$ cat config.mk
export PLATFORM = sky130hd
export DESIGN_NAME = pbcc_ram
export DESIGN_NICKNAME = d
export VERILOG_FILES = /design/src/sv/pbcc_ram.sv
export SDC_FILE = /design/constraint.sdc
export NUM_CORES = 1
export LEC_CHECK = 0
export BUFFER_PORTS_ARGS = -buffer_cell sky130_fd_sc_hd__buf_2
export CORE_MARGIN = 2
export CORE_UTILIZATION = 50
export DETAILED_ROUTE_END_ITERATION = 16
export MAX_ROUTING_LAYER = met4
export PLACE_DENSITY = 0.75
export SETUP_SLACK_MARGIN = 0.15
export SKIP_LAST_GASP = 1
export SLEW_MARGIN = 5
export SYNTH_ARGS = -nofsm -noshare
export SYNTH_HDL_FRONTEND = slang
export SYNTH_SLANG_ARGS = --single-unit
$ cat constraint.sdc
create_clock -name i_clk -period 1.7 [get_ports i_clk]
set_clock_uncertainty 0.05 [all_clocks]
set_input_delay 0.255 -clock i_clk [delete_from_list [all_inputs] [get_ports i_clk]]
set_output_delay 0.255 -clock i_clk [all_outputs]
set_load 0.02 [all_outputs]
$ cat src/sv/pbcc_ram.sv
`default_nettype none
module pbcc_ram #(
    parameter int WIDTH = 8,
    parameter int DEPTH = 16
) (
    input  wire logic                     i_clk,
    input  wire logic                     i_we,
    input  wire logic [$clog2(DEPTH)-1:0] i_waddr,
    input  wire logic [WIDTH-1:0]         i_wdata,
    input  wire logic [$clog2(DEPTH)-1:0] i_raddr,
    output logic      [WIDTH-1:0]         o_rdata
);
    logic [WIDTH-1:0] r_mem [DEPTH];

    always_ff @(posedge i_clk) begin
        if (i_we) begin
            r_mem[i_waddr] <= i_wdata;
        end
        o_rdata <= r_mem[i_raddr];
    end
endmodule
`default_nettype wire

==> results by stage <==
Flow run:
- The number of maximum-capacitance constraint violations is 0.

Pwr:
- The power per unit of standard cell area is 1230 mW/mm^2.
- The total power after layout is 7.58 mW.
- The maximum ir drop on the vdd rail is 0.744 mV.
- For this design the static power due to leakage is 2.10 nW.

Finish:
- Leaving out fill and tap cells, the most frequent cells in the layout are edfxtp_1, buf_2, buf_4.
- The area of the multi-input gates is 0.00106 mm^2.
- Relative to the synthesized area, the layout overhead comes to 19.3%.
- The library cell used most frequently in the layout, excluding fill and tap cells, is edfxtp_1.
- Across the whole layout, storage elements account for 0.00400 mm^2.
- The share of post-route cells with drive strength above 1 is 0.331.
- The number of antenna diodes in the final layout is 0.
- The number of fill cells in the layout is 689.
- The number of nets in the layout is 304.
- The utilization after layout is 0.606.
- The count of placed standard cells in the final layout, fillers left out is 435.

Yosys:
- Counting distinct cell types in the post-synthesis netlist gives 19.
- The portion of synthesized area spent on multiplexers is 0.150.
- The cell accounting for the most synthesized area is edfxtp_1.
- The combinational family with the most area after synthesis is multiplexers.
- Yosys attributes the largest share of cell area to edfxtp_1, mux4_2, mux4_1, dfxtp_1, a22oi_1.
- The cell area that synthesis handed to floorplanning was 0.00515 mm^2.
- Of the total synthesized cell area, the portion taken by full adders, half adders and majority gates is 0.
- After synthesis the netlist holds a flip-flop and latch count of 136.
- Of the total synthesized cell area, the portion taken by XOR and XNOR cells is 0.
- The average instance in the mapped netlist occupies 22.5 um^2.
- For this run, the register share of the synthesized area comes to 0.778.
- Of the total synthesized cell area, the portion taken by AND, OR, NAND and NOR gates is 0.0318.
- The post-synthesis net count is 247.
- The compound-cell area share of the yosys netlist came to 0.0233.
- The area share of the largest cell type after synthesis is 0.747.
- For this run, the number of Yosys warnings is 0.
- The cell count after synthesis is 229.

Run status:
- The run finished with clean final reports.

CTS:
- The number of setup buffers added after CTS is 0.
- The clock passes through at most 2 buffers.
- Counting every sink on the clock net gives 136.
- The tree is rooted in a clkbuf_8.
- After clock tree synthesis, the clock-pin slew on the worst setup and hold paths is 0.06 ns.
- The number of hold buffers added after CTS was 0.
- The later pin in the worst-skew pair is clocked with a latency of 0.50 ns.
- Counting the buffers created by CTS gives 17.
- The CTS tree is done.
- The number of gates resized after CTS was 0.
- The depth of the CTS H-tree is 4.

Die:
- The row count is 37.
- The area of the die is 0.0111 mm^2.
- The initial core utilization is 0.508.
- The floorplan step set the die width to 105 um.
- For this design the top-level I/O count stands at 26.
- The height of the chip is 105 um.
- The core footprint is 0.0101 mm^2.

Critical path:
- Grouping stages by cell kind, the critical path spends the most delay in multiplexers.
- The count of buffer and inverter cells on the critical path is 0.
- The critical path launch point type is a flip-flop.
- The critical path goes through mux4_1 > a22oi_1 > nand2_1.
- The setup path with the least slack is of type flip-flop to flip-flop.
- The critical path data required time is 2.03 ns.
- For this run, the slowest stage of the critical path takes 0.50 ns.
- The sort of element at the end of the critical path is a flip-flop.
- STA puts the critical path data arrival time at 1.73 ns.
- In this run the worst path has a maximum fanout of 1.
- Among all stages on the critical path, the largest delay is contributed by mux4_1.

Route:
- The average vias per placed instance is 5.59.
- The total length of routed wires is 9840 um.
- The average wire per cell in the routed design is 22.6 um.
- The initial detailed-routing violation count is 146.
- The first detailed-routing pass took 4 iterations.
- The number of nets with antenna violations after detailed routing is 0.
- The final route contains 2433 vias.
- For this run, design rule violations remaining after detail routing come to 0.

STA:
- The max-slew violation total from the final report is 0.
- The number of hold-slack violations in the final timing report is 0.
- Setup violations remaining at the end of the flow were counted as 0.
- Based on the critical path, the design can be clocked at up to 0.712 GHz.
- At the pin with the least slew margin, the transition time is 0.647 ns.
- The shortest clock period the worst path allows after layout is 1.40 ns.
- Dividing the final minimum period by the clock period gives 0.826.
- The relative max-transition margin is 0.567.
- Setup repair after global routing left no endpoint under its margin.

Global route:
- Across every metal layer, demand over resource in global routing totals 0.195.
- The number of global-route vias before repair is 2471.
- The first-pass GRT wire length is 14700 um.
- Summed over all layers, the global routing overflow is 0.
- The largest net degree at the start of global routing is 24.
- The initial antenna violation count is 0.

Place:
- The number of buffers added on ports is 25.
- The routability-driven placement congestion ratio is 0.807.
- Once placement completed, the tool counted placed cells totaling 403.

Worst hold path:
- The worst min-delay path class is input pin to flip-flop.
==> synth_stat cells (all sizes together) <==
cell type and count:
nand2 9, nand3b 2, edfxtp 128, a22oi 16, nand2b 2, and2 1
clkdlybuf4s25 3, dfxtp 8, nor3 4, mux4 32, buf 7, nand3 1
nor2b 1, nor2 13, and2b 1, or3b 1
==> path summary, 6_finish.rpt <==
kind	start	end	slack, ns	cells past startpoint
worst max-delay path	r_mem[0][0]	o_rdata[0]	0.30	3
worst min-delay path	i_wdata[2]	r_mem[6][2]	0.09	1
worst max register to register	r_mem[0][0]	o_rdata[0]	0.30	3
worst min register to register	r_mem[12][3]	o_rdata[3]	0.63	3
==> power by group <==
group | internal (mW) | total, mW | leakage [nW] | switching, mW
Combinational | 0.160 | 0.381 | 0.606 | 0.221
Clock | 2.09 | 3.43 | 0.272 | 1.34
Sequential | 3.75 | 3.77 | 1.22 | 0.0235
==> flip-flops by register name, summed over array words and instances (netlist names) <==
signal,count
o_rdata,8
r_mem,128
==> logic make-up (layout without fill, tap and decap cells) <==
family / after synthesis / after routing
muxes: 32 / 32
buffers and inverters: 10 / 80
and+or+nand+nor: 35 / 35
AOI/OAI and AO/OA: 16 / 16
DFF: 136 / 136
==> per-layer routing <==
metal / track usage / wire length (um)
met1: 0.252 / 4310
met2: 0.304 / 4930
met3: 0.0501 / 417
met4: 0.0705 / 178
met5: - / 0
==> per-stage QoR <==
step | setup slack [ns] | TNS, ns | hold slack, ns | instance area (um^2)
2_1_floorplan | 0.129 | 0 | 0.304 | 5150
3_3_place_gp | 0.00533 | 0 | 0.589 | 5570
3_5_place_dp | -0.00843 | -0.00843 | 0.601 | 5570
4_1_cts | 0.271 | 0 | 0.0688 | 6140
5_1_grt | 0.190 | 0 | 0.0729 | 6140
6_report | 0.295 | 0 | 0.0894 | 6140
==> area by class of cell <==
type | instances | area share
Sequential cell | 136 | 0.652
Multi-Input combinational cell | 83 | 0.173
Clock buffer | 18 | 0.0681
Timing Repair Buffer | 48 | 0.0546
Tap cell | 136 | 0.0277
Clock inverter | 14 | 0.0245
No activity file was read; power rests on OpenSTA's default activity.
